[src/hw/rtl/wav_header_stream_parser_defines.svh]
// ----------------------------------------------------------------------------
// WAV header stream parser assertion macros
// Concurrent assertion helpers shared by the parser RTL; empty for synthesis.
// ----------------------------------------------------------------------------
`ifndef WAV_HEADER_STREAM_PARSER_DEFINES_SVH
`define WAV_HEADER_STREAM_PARSER_DEFINES_SVH

`ifndef SYNTHESIS

// Same-cycle implication, checked outside reset
`define WAVHDR_ASSERT_IMPL(label, clk, rstn, ante, cons) \
    label: assert property (@(posedge clk) disable iff (!rstn) (ante) |-> (cons)) \
        else $error("wavhdr: same-cycle check failed");

// Next-cycle implication, checked outside reset
`define WAVHDR_ASSERT_NEXT(label, clk, rstn, ante, cons) \
    label: assert property (@(posedge clk) disable iff (!rstn) (ante) |=> (cons)) \
        else $error("wavhdr: next-cycle check failed");

`else

`define WAVHDR_ASSERT_IMPL(label, clk, rstn, ante, cons)
`define WAVHDR_ASSERT_NEXT(label, clk, rstn, ante, cons)

`endif

`endif

[src/hw/rtl/wavhdr_pkg.sv]
// ----------------------------------------------------------------------------
// wavhdr_pkg
// Shared codes, constants and types of the WAV header stream parser.
// ----------------------------------------------------------------------------
`default_nettype none

package wavhdr_pkg;

    // Parser modes
    localparam logic [2:0] MODE_FIXED   = 3'd0;
    localparam logic [2:0] MODE_CHUNK   = 3'd1;
    localparam logic [2:0] MODE_SKIP    = 3'd2;
    localparam logic [2:0] MODE_PAYLOAD = 3'd3;
    localparam logic [2:0] MODE_DONE    = 3'd4;
    localparam logic [2:0] MODE_REJECT  = 3'd5;

    // Result kinds
    localparam logic [2:0] KIND_HEADER  = 3'd0;
    localparam logic [2:0] KIND_SKIP    = 3'd1;
    localparam logic [2:0] KIND_PAYLOAD = 3'd2;
    localparam logic [2:0] KIND_REJECT  = 3'd3;
    localparam logic [2:0] KIND_IGNORED = 3'd4;

    // Chunk id "data" as read little-endian
    localparam logic [31:0] DATA_ID = 32'h6174_6164;

    // Last byte index of the fixed RIFF/WAVE/fmt header
    localparam logic [5:0] FIXED_LAST_POS = 6'd35;

    // Expected magic byte at fixed header offsets 0..15 (size bytes 4..7 unused)
    function automatic logic [7:0] magic_byte(input logic [3:0] idx);
        logic [7:0] val;
        case (idx)
            4'd0:    val = 8'h52; // R
            4'd1:    val = 8'h49; // I
            4'd2:    val = 8'h46; // F
            4'd3:    val = 8'h46; // F
            4'd8:    val = 8'h57; // W
            4'd9:    val = 8'h41; // A
            4'd10:   val = 8'h56; // V
            4'd11:   val = 8'h45; // E
            4'd12:   val = 8'h66; // f
            4'd13:   val = 8'h6d; // m
            4'd14:   val = 8'h74; // t
            4'd15:   val = 8'h20; // space
            default: val = 8'h00;
        endcase
        return val;
    endfunction

    // One result item
    typedef struct packed {
        logic [2:0]  kind;
        logic [7:0]  payload_byte;
        logic        payload_last;
        logic        header_valid;
        logic [15:0] audio_format;
        logic [15:0] channel_count;
        logic [31:0] sample_rate;
        logic [31:0] byte_rate;
        logic [15:0] block_align;
        logic [15:0] sample_bits;
        logic [31:0] data_size;
    } wav_result_t;

endpackage

`default_nettype wire

[src/hw/rtl/wavhdr_parser.sv]
// ----------------------------------------------------------------------------
// wavhdr_parser
// Parse state and captured fmt fields; computes the result of one byte.
// ----------------------------------------------------------------------------
`default_nettype none

`include "wav_header_stream_parser_defines.svh"

module wavhdr_parser (
    input  wire logic                     aclk,
    input  wire logic                     aresetn,
    input  wire logic                     step_en,
    input  wire logic [7:0]               in_byte,
    input  wire logic                     restart,
    output wavhdr_pkg::wav_result_t       res
);

    import wavhdr_pkg::*;

    // State registers
    logic [2:0]  mode_reg,   mode_next;
    logic [5:0]  pos_reg,    pos_next;
    logic [31:0] word_reg,   word_next;
    logic [31:0] rem_reg,    rem_next;
    logic [15:0] fmt_reg,    fmt_next;
    logic [15:0] chan_reg,   chan_next;
    logic [31:0] rate_reg,   rate_next;
    logic [31:0] brate_reg,  brate_next;
    logic [15:0] align_reg,  align_next;
    logic [15:0] bits_reg,   bits_next;
    logic [31:0] dsize_reg,  dsize_next;
    logic        header_reg, header_next;

    // State seen by this byte: reset values when restart is set
    logic [2:0]  base_mode;
    logic [5:0]  base_pos;
    logic [31:0] base_word;
    logic [31:0] base_rem;
    logic [15:0] base_fmt;
    logic [15:0] base_chan;
    logic [31:0] base_rate;
    logic [31:0] base_brate;
    logic [15:0] base_align;
    logic [15:0] base_bits;
    logic [31:0] base_dsize;
    logic        base_header;

    logic [2:0]  kind;
    logic [7:0]  pay;
    logic        last;
    logic [2:0]  lane_pos;
    logic [31:0] lane_val;
    logic [31:0] rem_dec;
    logic        magic_slot;

    always_comb begin
        base_mode   = restart ? MODE_FIXED : mode_reg;
        base_pos    = restart ? 6'd0  : pos_reg;
        base_word   = restart ? 32'd0 : word_reg;
        base_rem    = restart ? 32'd0 : rem_reg;
        base_fmt    = restart ? 16'd0 : fmt_reg;
        base_chan   = restart ? 16'd0 : chan_reg;
        base_rate   = restart ? 32'd0 : rate_reg;
        base_brate  = restart ? 32'd0 : brate_reg;
        base_align  = restart ? 16'd0 : align_reg;
        base_bits   = restart ? 16'd0 : bits_reg;
        base_dsize  = restart ? 32'd0 : dsize_reg;
        base_header = restart ? 1'b0  : header_reg;
    end

    // Next state and result of one byte
    always_comb begin
        mode_next   = base_mode;
        pos_next    = base_pos;
        word_next   = base_word;
        rem_next    = base_rem;
        fmt_next    = base_fmt;
        chan_next   = base_chan;
        rate_next   = base_rate;
        brate_next  = base_brate;
        align_next  = base_align;
        bits_next   = base_bits;
        dsize_next  = base_dsize;
        header_next = base_header;
        kind        = KIND_IGNORED;
        pay         = 8'd0;
        last        = 1'b0;
        lane_pos    = base_pos[2:0];
        lane_val    = {24'd0, in_byte} << {lane_pos[1:0], 3'b000};
        rem_dec     = base_rem - 32'd1;
        magic_slot  = (base_pos < 6'd16) && ((base_pos < 6'd4) || (base_pos >= 6'd8));

        unique case (base_mode)
            MODE_FIXED: begin
                if (magic_slot && (in_byte != magic_byte(base_pos[3:0]))) begin
                    mode_next = MODE_REJECT;
                    kind      = KIND_REJECT;
                end else begin
                    kind = KIND_HEADER;
                    // little-endian fmt field capture
                    case (base_pos)
                        6'd20:   fmt_next[7:0]     = in_byte;
                        6'd21:   fmt_next[15:8]    = in_byte;
                        6'd22:   chan_next[7:0]    = in_byte;
                        6'd23:   chan_next[15:8]   = in_byte;
                        6'd24:   rate_next[7:0]    = in_byte;
                        6'd25:   rate_next[15:8]   = in_byte;
                        6'd26:   rate_next[23:16]  = in_byte;
                        6'd27:   rate_next[31:24]  = in_byte;
                        6'd28:   brate_next[7:0]   = in_byte;
                        6'd29:   brate_next[15:8]  = in_byte;
                        6'd30:   brate_next[23:16] = in_byte;
                        6'd31:   brate_next[31:24] = in_byte;
                        6'd32:   align_next[7:0]   = in_byte;
                        6'd33:   align_next[15:8]  = in_byte;
                        6'd34:   bits_next[7:0]    = in_byte;
                        6'd35:   bits_next[15:8]   = in_byte;
                        default: ;
                    endcase
                    if (base_pos >= FIXED_LAST_POS) begin
                        mode_next = MODE_CHUNK;
                        pos_next  = 6'd0;
                        word_next = 32'd0;
                        rem_next  = 32'd0;
                    end else begin
                        pos_next = base_pos + 6'd1;
                    end
                end
            end
            MODE_CHUNK: begin
                kind = KIND_HEADER;
                // id in bytes 0..3, size in bytes 4..7
                if (!lane_pos[2]) begin
                    word_next = base_word | lane_val;
                end else begin
                    rem_next = base_rem | lane_val;
                end
                if (lane_pos != 3'd7) begin
                    pos_next = {3'd0, lane_pos} + 6'd1;
                end else begin
                    pos_next = 6'd0;
                    if (word_next == DATA_ID) begin
                        dsize_next  = rem_next;
                        header_next = 1'b1;
                        mode_next   = (rem_next == 32'd0) ? MODE_DONE : MODE_PAYLOAD;
                    end else if (rem_next == 32'd0) begin
                        word_next = 32'd0;
                    end else begin
                        pos_next  = {5'd0, rem_next[0]};
                        mode_next = MODE_SKIP;
                    end
                end
            end
            MODE_SKIP: begin
                kind     = KIND_SKIP;
                rem_next = rem_dec;
                if (rem_dec == 32'd0) begin
                    if (base_pos[0]) begin
                        // odd chunk: one pad byte still to skip
                        rem_next = 32'd1;
                        pos_next = 6'd0;
                    end else begin
                        mode_next = MODE_CHUNK;
                        pos_next  = 6'd0;
                        word_next = 32'd0;
                    end
                end
            end
            MODE_PAYLOAD: begin
                kind     = KIND_PAYLOAD;
                pay      = in_byte;
                rem_next = rem_dec;
                if (rem_dec == 32'd0) begin
                    last      = 1'b1;
                    mode_next = MODE_DONE;
                end
            end
            default: begin
                kind = KIND_IGNORED;
            end
        endcase
    end

    // Result reflects state after this byte
    always_comb begin
        res.kind          = kind;
        res.payload_byte  = pay;
        res.payload_last  = last;
        res.header_valid  = header_next;
        res.audio_format  = fmt_next;
        res.channel_count = chan_next;
        res.sample_rate   = rate_next;
        res.byte_rate     = brate_next;
        res.block_align   = align_next;
        res.sample_bits   = bits_next;
        res.data_size     = dsize_next;
    end

    // State update on each accepted byte
    always_ff @(posedge aclk) begin
        if (!aresetn) begin
            mode_reg   <= MODE_FIXED;
            pos_reg    <= 6'd0;
            word_reg   <= 32'd0;
            rem_reg    <= 32'd0;
            fmt_reg    <= 16'd0;
            chan_reg   <= 16'd0;
            rate_reg   <= 32'd0;
            brate_reg  <= 32'd0;
            align_reg  <= 16'd0;
            bits_reg   <= 16'd0;
            dsize_reg  <= 32'd0;
            header_reg <= 1'b0;
        end else if (step_en) begin
            mode_reg   <= mode_next;
            pos_reg    <= pos_next;
            word_reg   <= word_next;
            rem_reg    <= rem_next;
            fmt_reg    <= fmt_next;
            chan_reg   <= chan_next;
            rate_reg   <= rate_next;
            brate_reg  <= brate_next;
            align_reg  <= align_next;
            bits_reg   <= bits_next;
            dsize_reg  <= dsize_next;
            header_reg <= header_next;
        end
    end

    // Counting modes always have bytes left; payload only after the data header
    `WAVHDR_ASSERT_IMPL(a_payload_rem, aclk, aresetn, mode_reg == MODE_PAYLOAD, rem_reg != 32'd0)
    `WAVHDR_ASSERT_IMPL(a_skip_rem, aclk, aresetn, mode_reg == MODE_SKIP, rem_reg != 32'd0)
    `WAVHDR_ASSERT_IMPL(a_payload_hdr, aclk, aresetn, mode_reg == MODE_PAYLOAD, header_reg)
    `WAVHDR_ASSERT_IMPL(a_chunk_pos, aclk, aresetn, mode_reg == MODE_CHUNK, pos_reg < 6'd8)

endmodule

`default_nettype wire

[src/hw/rtl/wav_header_stream_parser.sv]
// ----------------------------------------------------------------------------
// wav_header_stream_parser
// RIFF/WAVE byte stream parser: header check, fmt capture, data pass-through.
// ----------------------------------------------------------------------------
// The block takes one byte of a WAV file per transfer and returns one registered
// result per byte, at a sustained rate of one byte per clock while m_ready stays
// high: each byte updates the parse state and loads a single output
// register, and a new byte is taken whenever that register is empty or being
// emptied in the same cycle. s_restart on a byte restarts parsing at that
// byte. Captured fmt fields and data_size accompany every result.
// ----------------------------------------------------------------------------
`default_nettype none

`include "wav_header_stream_parser_defines.svh"

module wav_header_stream_parser (
    input  wire logic        aclk,
    input  wire logic        aresetn,
    // byte input
    input  wire logic        s_valid,
    output logic             s_ready,
    input  wire logic [7:0]  s_in_byte,
    input  wire logic        s_restart,
    // result output
    output logic             m_valid,
    input  wire logic        m_ready,
    output logic [2:0]       m_kind,
    output logic [7:0]       m_payload_byte,
    output logic             m_payload_last,
    output logic             m_header_valid,
    output logic [15:0]      m_audio_format,
    output logic [15:0]      m_channel_count,
    output logic [31:0]      m_sample_rate,
    output logic [31:0]      m_byte_rate,
    output logic [15:0]      m_block_align,
    output logic [15:0]      m_sample_bits,
    output logic [31:0]      m_data_size
);

    import wavhdr_pkg::*;

    logic        s_xfer;
    logic        m_valid_reg;
    wav_result_t step_res;
    wav_result_t out_reg;

    // Take a byte when the output register is free or drains this cycle
    assign s_ready = !m_valid_reg || m_ready;
    assign s_xfer  = s_valid && s_ready;

    wavhdr_parser u_parser (
        .aclk    (aclk),
        .aresetn (aresetn),
        .step_en (s_xfer),
        .in_byte (s_in_byte),
        .restart (s_restart),
        .res     (step_res)
    );

    // Output valid
    always_ff @(posedge aclk) begin
        if (!aresetn) begin
            m_valid_reg <= 1'b0;
        end else if (s_xfer) begin
            m_valid_reg <= 1'b1;
        end else if (m_ready) begin
            m_valid_reg <= 1'b0;
        end
    end

    // Output payload
    always_ff @(posedge aclk) begin
        if (s_xfer) begin
            out_reg <= step_res;
        end
    end

    assign m_valid         = m_valid_reg;
    assign m_kind          = out_reg.kind;
    assign m_payload_byte  = out_reg.payload_byte;
    assign m_payload_last  = out_reg.payload_last;
    assign m_header_valid  = out_reg.header_valid;
    assign m_audio_format  = out_reg.audio_format;
    assign m_channel_count = out_reg.channel_count;
    assign m_sample_rate   = out_reg.sample_rate;
    assign m_byte_rate     = out_reg.byte_rate;
    assign m_block_align   = out_reg.block_align;
    assign m_sample_bits   = out_reg.sample_bits;
    assign m_data_size     = out_reg.data_size;

    // Every taken byte shows up as a result next cycle
    `WAVHDR_ASSERT_NEXT(a_xfer_result, aclk, aresetn, s_xfer, m_valid_reg)
    // Last flag only rides on a payload byte
    `WAVHDR_ASSERT_IMPL(a_last_kind, aclk, aresetn, m_valid_reg && out_reg.payload_last, out_reg.kind == KIND_PAYLOAD)

endmodule

`default_nettype wire
[config.mk]
export PLATFORM = sky130hd
export DESIGN_NAME = wav_header_stream_parser
export DESIGN_NICKNAME = d
export VERILOG_FILES = /design/src/hw/rtl/wavhdr_pkg.sv /design/src/hw/rtl/wavhdr_parser.sv /design/src/hw/rtl/wav_header_stream_parser.sv
export VERILOG_INCLUDE_DIRS = /design/src /design/src/hw/rtl
export SDC_FILE = /design/constraint.sdc
export NUM_CORES = 1
export LEC_CHECK = 0
export ABC_CLOCK_PERIOD_IN_PS = 17750
export BUFFER_PORTS_ARGS = -buffer_cell sky130_fd_sc_hd__buf_2
export CORE_MARGIN = 1
export CORE_UTILIZATION = 46
export DETAILED_ROUTE_END_ITERATION = 10
export SLEW_MARGIN = 20
export SYNTH_ARGS = -nofsm -noshare
export SYNTH_HDL_FRONTEND = slang
export SYNTH_SLANG_ARGS = --single-unit
[constraint.sdc]
create_clock -name aclk -period 17.75 [get_ports aclk]
set_clock_uncertainty 0.05 [all_clocks]
set_input_delay 3.55 -clock aclk [delete_from_list [all_inputs] [get_ports aclk]]
set_output_delay 3.55 -clock aclk [all_outputs]
set_load 0.02 [all_outputs]
# After elaboration in Yosys (flattened, before gate mapping)
# Memories as Yosys holds them, arrays and structs flattened.
# Index checks and enable logic that the tools add are counted.
# word_totals
regBits	408
mem_bits_ro	112
in_bits	13
word_cells	153
mem_count	1
# memory_table
name	words	width	rd	rd_clocked_by_memory_dff	write_ports	line	text
(name not given)	16	7	1	0	0	wavhdr_pkg.sv:33	case (idx)
# op_classes
addsub	3
n_lt_le_gt_ge	4
n_eq_ne	22
shifts	1
muxes	86
bitwise	2
n_reduce_logical	10
# op_table
op	count
32-bit two-way mux	27
16-bit two-way mux	12
8-bit two-way mux	17
32-bit one-hot mux with 4 select lines	1
32-bit one-hot mux with 3 select lines	1
6-bit by 5-bit equality test with 1-bit output, second input constant	12
32-bit zero test	2
32-bit OR	2
6-bit two-way mux	6
32-bit by 31-bit equality test with 1-bit output, second input constant	1
8-bit by 5-bit << shifter with 32-bit output	1
32-bit by 1-bit subtractor with 32-bit output, second input constant	1
3-bit two-way mux	10
6-bit equality test, second input constant	4
3-bit one-hot mux with 4 select lines	2
6-bit one-hot mux with 3 select lines	1
1-bit two-way mux	8
8-bit != test	1
6-bit by 1-bit adder with 6-bit output, second input constant	1
3-bit by 2-bit equality test with 1-bit output, second input constant	2
6-bit by 4-bit >= comparator with 1-bit output, second input constant	1
6-bit >= comparator, second input constant	1
6-bit by 3-bit < comparator with 1-bit output, second input constant	1
6-bit by 5-bit < comparator with 1-bit output, second input constant	1
9 further kinds	12

# Logic depth before layout (Yosys ltp)
# Gate-level depths: netlist (run 1).
# logic_depth
depth_word	10
mapped_depth	21
depth_no_buf	13

# Cells and area by module
# From an unflattened synthesis (run 1), not the netlist that was laid out.
# hier_totals
hier_cells	1949
area_unflattened_um2	19067.0
# by_module_without_submodules
mod	instances	cells_per_inst	area_each_um2
wavhdr_parser	1	1771	13814.5
wav_header_stream_parser	1	178	5252.5

# Worst setup path before layout (run 1)
# OpenSTA, ideal clock, no wires.
# synth_path
path_type	input port to flip-flop
from	in m_ready
to	reg out_reg (netlist bit m_audio_format[0]) (enable)
t_arrival_ps	9528
required_time_ps	17096
setup_slack_ps	7567
cell_stages	6
path_buffers	3
path_cell_list	nand2b_1 nand2_1 clkinv_1 clkbuf_1 clkbuf_1 clkbuf_1
# synth_via
elab_chain_cells	2
# synth_rtl
item	line	text
start, declared	wav_header_stream_parser.sv:26	input wire logic m_ready,
1-bit logical OR	wav_header_stream_parser.sv:48	assign s_ready = !m_valid_reg || m_ready;
1-bit logical AND	wav_header_stream_parser.sv:49	assign s_xfer = s_valid && s_ready;
via s_xfer	wav_header_stream_parser.sv:42	logic s_xfer;
end signal, assigned	wav_header_stream_parser.sv:74	out_reg <= step_res;
end, declared	wav_header_stream_parser.sv:45	wav_result_t out_reg;
# The timed path passes the listed nets, and every way through them passes these cells.
# A chain may end at the register's enable or synchronous reset.

# Worst setup path in the final report (run 1)
# layout_path
from	in s_restart
to	reg u_parser.brate_reg[3]
# layout_via
elab_chain_cells	7
word_cells_on_any_way	17
classes_between	order compare: 3; eq/ne: 2; mux: 7; reduce/logical: 4; memory: 1
# layout_rtl
item	line	text
start, declared	wav_header_stream_parser.sv:23	input wire logic s_restart,
6-bit two-way mux	wavhdr_parser.sv:58	base_pos = restart ? 6'd0 : pos_reg;
memory read 16 x 7 bit (tied with other cells)	--	
8-bit two-way mux or 1-bit logical OR (tied branches)	wavhdr_parser.sv:93, wavhdr_parser.sv:91	
8-bit != test or 1-bit logical AND (tied branches)	wavhdr_parser.sv:95, wavhdr_parser.sv:91	
1-bit logical AND	wavhdr_parser.sv:95	if (magic_slot && (in_byte != magic_byte(base_pos[3:0]))) begin
32-bit two-way mux	wavhdr_parser.sv:95	
32-bit two-way mux *	wavhdr_parser.sv:93	unique case (base_mode)
end signal, assigned	wavhdr_parser.sv:222	brate_reg <= brate_next;
end, declared	wavhdr_parser.sv:28	logic [31:0] brate_reg, brate_next;
# Mark *: on every way between the ends. The rest lies on a longest branch, timed or not. The select of a mux whose other input is x is not followed.

==> results.sh, run 1 <==
export IMPL_yosysWarnings=0
export IMPL_cp_required_ns=18.16
export IMPL_path_cells="buf_2 -> buf_4 -> inv_4 -> buf_4 -> nand2_1 -> inv_1 -> ha_1 -> ha_1 -> mux2i_1 -> or3_1 -> a211o_1 -> a21oi_1 -> a32oi_1 -> buf_4 -> nor2_1 -> a31oi_1 -> a22o_1"
export IMPL_rrSetupSlack_ns=12.74
export IMPL_whs_path_depth=2
export IMPL_synth_async_reset_ratio_pct=0
export IMPL_gp_congestion=0.924
export IMPL_worstSetupStartpointType="input port"
export IMPL_grt_pass1_wl_um=90600
export IMPL_path_class="in -> reg"
export IMPL_dieArea_sq_um=42300
export IMPL_fin_area_sq_um=21800
export IMPL_dominantRegCellSynth="dfxtp_1"
export IMPL_synth_seq_cells=408
export IMPL_drtPass1Iterations=7
export IMPL_arrival_ns=8.88
export IMPL_hold_viol=0
export IMPL_cp_slowest_stage_delay_ns=0.76
export IMPL_clk_latency_ns=0.57
export IMPL_postCtsSetupRepairBufs=0
export IMPL_finalNonFillerCells=2696
export IMPL_worst_slack_ns=9.28
export IMPL_outcome="completed"
export IMPL_syn_avg_cell_area_sq_um=9.27
export IMPL_final_cell_mix="nor2_1, dfxtp_1, nand2_1"
export IMPL_synth_area_sq_um=19100
export IMPL_finalSetupTns_ns=0
export IMPL_vias=16500
export IMPL_cts_tree="done"
export IMPL_drt_total_wl_um=60000
export IMPL_layout_drive_gt1_share_pct=17.0
export IMPL_worstPathMaxFanout=95
export IMPL_diodes=0
export IMPL_die_height_um=206
export IMPL_tightest_slew_ns=1.21
export IMPL_die_w_um=206
export IMPL_met2_length_um=26700
export IMPL_fin_crit_sh_pct=47.7
export IMPL_min_from="u_parser.header_reg"
export IMPL_hold_end="u_parser.header_reg"
export IMPL_fin_crit_ns=8.47
export IMPL_fill_cells=3713
export IMPL_grt_max_degree=121
export IMPL_setup_violations=0
export IMPL_antenna_found_initial=1
export IMPL_max_cap_viol_count=0
export IMPL_htree_levels=2
export IMPL_rsz0062_at_grt="no"
export IMPL_hold_buffers=0
export IMPL_r2r_end="u_parser.brate_reg[3]"
export IMPL_power_density_nw_per_um2=104
export IMPL_ctsRootBufferMaster="clkbuf_16"
export IMPL_dp_cells=2616
export IMPL_cp_num_buf_inv=6
export IMPL_cts_sinks=408
export IMPL_ir_worst_vdd_v=0.0000816
export IMPL_layout_commonest_cell="nor2_1"
export IMPL_core_sq_um=40900
export IMPL_max_freq_ghz=0.118
export IMPL_placementRows=74
export IMPL_numCtsBuffers=44
export IMPL_drt_iter0_markers=1700
export IMPL_ios=188
export IMPL_areaGrowthSynthToFinish_pct=13.9
export IMPL_dr_max_layer_used="met4"
export IMPL_portBuffers=187
export IMPL_ant_nets=0
export IMPL_hold_class="reg -> reg"
export IMPL_mappedNetlistNets=2082
export IMPL_seq_area_frac_synth_pct=51.8
export IMPL_path_clk_slew_ns=0.06
export IMPL_grt_pass1_vias=15000
export IMPL_synth_distinct_cells=81
export IMPL_r2r_start="u_parser.pos_reg[1]"
export IMPL_start_util_pct=46.7
export IMPL_end_kind="flop"
export IMPL_drc_errors=0
export IMPL_synth_edf_count=173
export IMPL_slew_viol_final=0
export IMPL_track_usage_pct=27.9
export IMPL_cpMostUsedCell="buf_4"
export IMPL_cts_resized=0
export IMPL_met3_length_um=5230
export IMPL_place_area_sq_um=20200
export IMPL_r2r_cells=14
export IMPL_syn_inst=2060
export IMPL_fin_nets=2152
export IMPL_leakagePower_nw=8.33
export IMPL_viasPerCell=6.14
export IMPL_wl_per_cell_um=22.3
export IMPL_cp_slowest_cell="buf_4"
export IMPL_pre_cts_ws_ns=8.55
export IMPL_critPathTopFamily="buffers and inverters"
export IMPL_grt_ovfl_total=0
export IMPL_clockBufferDepth=3
export IMPL_worst_slew_margin_rel_pct=19.6
export IMPL_met1Wirelength_um=26400
export IMPL_hpwlAfterDp_um=37400
worst max path at each step:
stage                         start               endpoint  cells past startpoint
final                     s_restart  u_parser.brate_reg[3]                     17
after global routing      s_restart  u_parser.brate_reg[5]                     17
after CTS                 s_restart      m_sample_rate[17]                     16
after detailed placement  s_restart      m_sample_rate[17]                     16
after global placement    s_restart         m_byte_rate[4]                     16
after floorplan             m_ready      m_audio_format[0]                      6
routing by layer:
layer	track usage (%)	vias up
li1	-	7689
met3	5.04	119
met5	0	-
met1	39.7	7947
met2	42.6	785
met4	8.84	0
worst reg2reg max path, stage by stage, from the launching register on:
cell and delay, ns:
dfxtp_1 0.77, buf_4 0.37, nand2_1 0.16, inv_1 0.17, ha_1 0.36, ha_1 0.42
mux2i_1 0.15, or3_1 0.34, a211o_1 0.27, a21oi_1 0.23, a32oi_1 0.13, buf_4 0.27
nor2_1 0.49, a31oi_1 0.42, a22o_1 0.30
stage by stage:
step / hold WS (ns) / total power [W] / util, %
after CTS: 0.412 / 0.00227 / 53.1
after global placement: 0.392 / 0.00131 / 49.4
after floorplan: 0.383 / 0.00123 / -
after detailed placement: 0.403 / 0.00131 / 49.4
after global routing: 0.432 / 0.00233 / 53.2
final: 0.413 / 0.00225 / 53.2
layout make-up:
type	count	area (sq um)	area share [%]
clock buffers	63	1280	5.90
inverters	22	95.1	0.437
clock inverters	17	229	1.05
flip-flops and latches	408	9900	45.5
multi-input cells	1439	8440	38.8
repair buffers	215	1150	5.27
well taps	532	666	3.06
Yosys cell counts (all sizes together), types with 14 or more instances:
master / n / area, sq um
a22oi: 14 / 105
nand2: 226 / 848
buf: 27 / 146
a31o: 32 / 280
dfxtp: 235 / 4700
nor4: 26 / 184
nand3: 33 / 165
a21oi: 62 / 325
a31oi: 60 / 375
mux2i: 41 / 410
o22ai: 19 / 119
edfxtp: 173 / 5190
or3: 23 / 144
or4: 15 / 120
clkbuf: 164 / 616
nor3: 126 / 636
o21ai: 148 / 741
nor2: 264 / 991
nand2b: 14 / 87.6
xnor2: 14 / 123
inv: 20 / 75.1
nor2b: 35 / 219
a22o: 64 / 561
report_power, final:
part	switching, W	internal, W
combinational	0.000179	0.0000730
sequential	0.0000249	0.00102
clock	0.000380	0.000577
cell families after synthesis:
group,count (synthesis),synth area share (%)
mux,52,2.80
fa+ha+maj,9,0.590
flops,408,51.8
compound gates,512,18.3
xor+xnor,19,0.871
buf+inv,213,4.42
simple gates,847,21.2
Power figures use the tool's default switching activity.
==> inputs of run 2 (changes only) <==
Settings changed: ABC_AREA set to 1, ABC_CLOCK_PERIOD_IN_PS 17750 to 8250.
Clock period 17.75 ns to 8.25 ns, I/O delays scaled along.
==> run 2 against run 1 <==
Against the previous run: via count is 15% higher; synthesized cell count up 29%; routed wire length is 9.4% higher; final cell count is 24% higher; first-iteration DRC count is 30% higher; total power increased by 130%; non-clock buffer count is 10 lower.
==> results.sh, run 2 <==
export IMPL_dr_max_layer_used="met4"
export IMPL_cts_resized=0
export IMPL_vias=19000
export IMPL_r2r_end="u_parser.dsize_reg[14]"
export IMPL_core_sq_um=42400
export IMPL_synth_area_sq_um=20000
export IMPL_mappedNetlistNets=2673
export IMPL_die_w_um=210
export IMPL_ios=188
export IMPL_track_usage_pct=29.1
export IMPL_grt_max_degree=166
export IMPL_syn_inst=2651
export IMPL_synth_distinct_cells=42
export IMPL_wl_per_cell_um=19.6
export IMPL_power_w=0.00512
export IMPL_ctsRootBufferMaster="clkbuf_16"
export IMPL_layout_commonest_cell="nor2_1"
export IMPL_r2r_cells=11
export IMPL_clockBufferDepth=3
export IMPL_worst_slew_margin_rel_pct=23.3
export IMPL_synth_seq_cells=408
export IMPL_die_height_um=210
export IMPL_grt_pass1_vias=17400
export IMPL_yosysWarnings=0
export IMPL_worstPathMaxFanout=82
export IMPL_end_kind="flop"
export IMPL_htree_levels=2
export IMPL_diodes=0
export IMPL_met3_length_um=5240
export IMPL_worstSetupStartpointType="input port"
export IMPL_drtPass1Iterations=5
export IMPL_synth_top_area_share_pct=26.0
export IMPL_drt_total_wl_um=65600
export IMPL_synth_edf_count=173
export IMPL_seq_area_frac_synth_pct=49.5
export IMPL_power_density_nw_per_um2=227
export IMPL_postCtsSetupRepairBufs=0
export IMPL_synth_area_leader_cell="edfxtp_1"
export IMPL_hold_viol=0
export IMPL_grt_pass1_wl_um=101000
export IMPL_max_freq_ghz=0.174
export IMPL_hold_class="reg -> reg"
export IMPL_path_clk_slew_ns=0.06
export IMPL_met1Wirelength_um=28100
export IMPL_synth_top_cells_by_count="nor2_1, o21ai_0, nand2_1, inv_1, nand3_1"
export IMPL_tightest_slew_ns=1.14
export IMPL_path_class="in -> reg"
export IMPL_final_cell_mix="nor2_1, o21ai_0, nand2_1"
export IMPL_fin_nets=2761
export IMPL_placementRows=75
export IMPL_rrSetupSlack_ns=3.81
export IMPL_hpwlAfterDp_um=42500
export IMPL_antenna_found_initial=0
export IMPL_drt_iter0_markers=2218
export IMPL_r2r_start="u_parser.pos_reg[0]"
export IMPL_arrival_ns=6.17
export IMPL_slew_viol_final=0
export IMPL_synth_async_reset_ratio_pct=0
export IMPL_hold_buffers=0
export IMPL_viasPerCell=5.67
export IMPL_post_synth_top_count_cell="nor2_1"
export IMPL_setup_violations=0
export IMPL_syn_avg_cell_area_sq_um=7.54
export IMPL_portBuffers=187
export IMPL_leakagePower_nw=10.5
export IMPL_dominantRegCellSynth="dfxtp_1"
export IMPL_fin_crit_sh_pct=69.6
export IMPL_gp_congestion=0.989
export IMPL_grt_ovfl_total=0
export IMPL_synthTopCellsByArea="edfxtp_1, dfxtp_1, o21ai_0"
export IMPL_rsz0062_at_grt="no"
export IMPL_ir_worst_vdd_v=0.000125
export IMPL_cts_sinks=408
export IMPL_cts_tree="done"
export IMPL_cp_endpoint="u_parser.dsize_reg[14]"
export IMPL_start_util_pct=47.1
export IMPL_outcome="completed"
export IMPL_areaGrowthSynthToFinish_pct=12.9
export IMPL_cp_required_ns=8.68
export IMPL_max_cap_viol_count=0
export IMPL_dieArea_sq_um=44300
export IMPL_layout_drive_gt1_share_pct=11.1
export IMPL_fin_crit_ns=5.74
export IMPL_startpoint="s_restart"
export IMPL_ant_nets=0
export IMPL_clk_latency_ns=0.59
export IMPL_met2_length_um=29500
export IMPL_numCtsBuffers=45
export IMPL_drc_errors=0
export IMPL_finalSetupTns_ns=0
-- run 2: cell types whose count changed after synthesis, moves of 108 or more --
cell and change:
inv_1 +257, nor3_1 -112, nor2_1 +208, nand3_1 +203, o21ai_0 +255, nand2_1 +108
-- run 2: per-stage QoR --
step / area [sq um] / setup WS (ns) / util (%) / hold slack, ns / std cells
floorplan: 20000 / 0.171 / - / 0.395 / 2651
global placement: 21100 / 2.14 / 49.8 / 0.402 / 3269
detailed placement: 21100 / 2.01 / 49.8 / 0.409 / 3269
CTS: 22600 / 2.59 / 53.2 / 0.416 / 3351
global route: 22600 / 2.14 / 53.2 / 0.442 / 3351
finish: 22600 / 2.51 / 53.2 / 0.413 / 3351
-- run 2: kinds of logic after synthesis --
| group | synth area share (%) |
|---|---|
| AOI/OAI and AO/OA | 16.8 |
| buffers and inverters | 8.98 |
| xor gates and xnor gates | 0.570 |
| adders and majority gates | 0.564 |
| DFF | 49.5 |
| and+or+nand+nor | 23.6 |
-- run 2: routing by layer --
metal / up-vias / track usage [%]
li1: 9009 / -
met1: 8941 / 40.7
met2: 890 / 45.0
met3: 175 / 4.54
met4: 0 / 12.2
met5: - / 0
-- run 2: cell type report --
| class | instances | area (sq um) |
|---|---|---|
| inverter | 291 | 1110 |
| clock buffer | 65 | 1290 |
| clock inverter | 17 | 150 |
| timing repair buffer | 205 | 1080 |
| tap | 577 | 722 |
| sequential | 408 | 9900 |
| fill | 4092 | 19900 |
| multi-input combinational | 1788 | 8310 |
-- run 2: where the power goes --
part	total [W]	switching (W)	leakage [nW]	internal, W
sequential	0.00232	0.0000687	3.68	0.00225
combinational	0.000825	0.000605	6.09	0.000221
clock	0.00198	0.000855	0.694	0.00112
total	0.00512	0.00153	10.5	0.00359
-- run 2: worst min path at each step --
stage                     startpoint                     to  slack (ns)  cells past startpoint
2_1_floorplan    u_parser.pos_reg[4]    u_parser.pos_reg[4]        0.40                      2
3_3_place_gp    u_parser.word_reg[0]   u_parser.word_reg[0]        0.40                      2
3_5_place_dp   u_parser.word_reg[15]  u_parser.word_reg[15]        0.41                      2
4_1_cts        u_parser.word_reg[13]  u_parser.word_reg[13]        0.42                      2
5_1_grt         u_parser.word_reg[0]   u_parser.word_reg[0]        0.44                      2
6_report       u_parser.word_reg[13]  u_parser.word_reg[13]        0.41                      2
-- run 2: critical path: stages --
cell and delay [ns]:
buf_2 0.23, inv_6 0.52, nand2_2 0.47, inv_2 0.53
ha_1 0.41, inv_1 0.14, nor2_1 0.72, nand2_2 0.80
nand3_1 0.27, o21ai_1 0.12, o21ai_1 0.16, inv_1 0.05
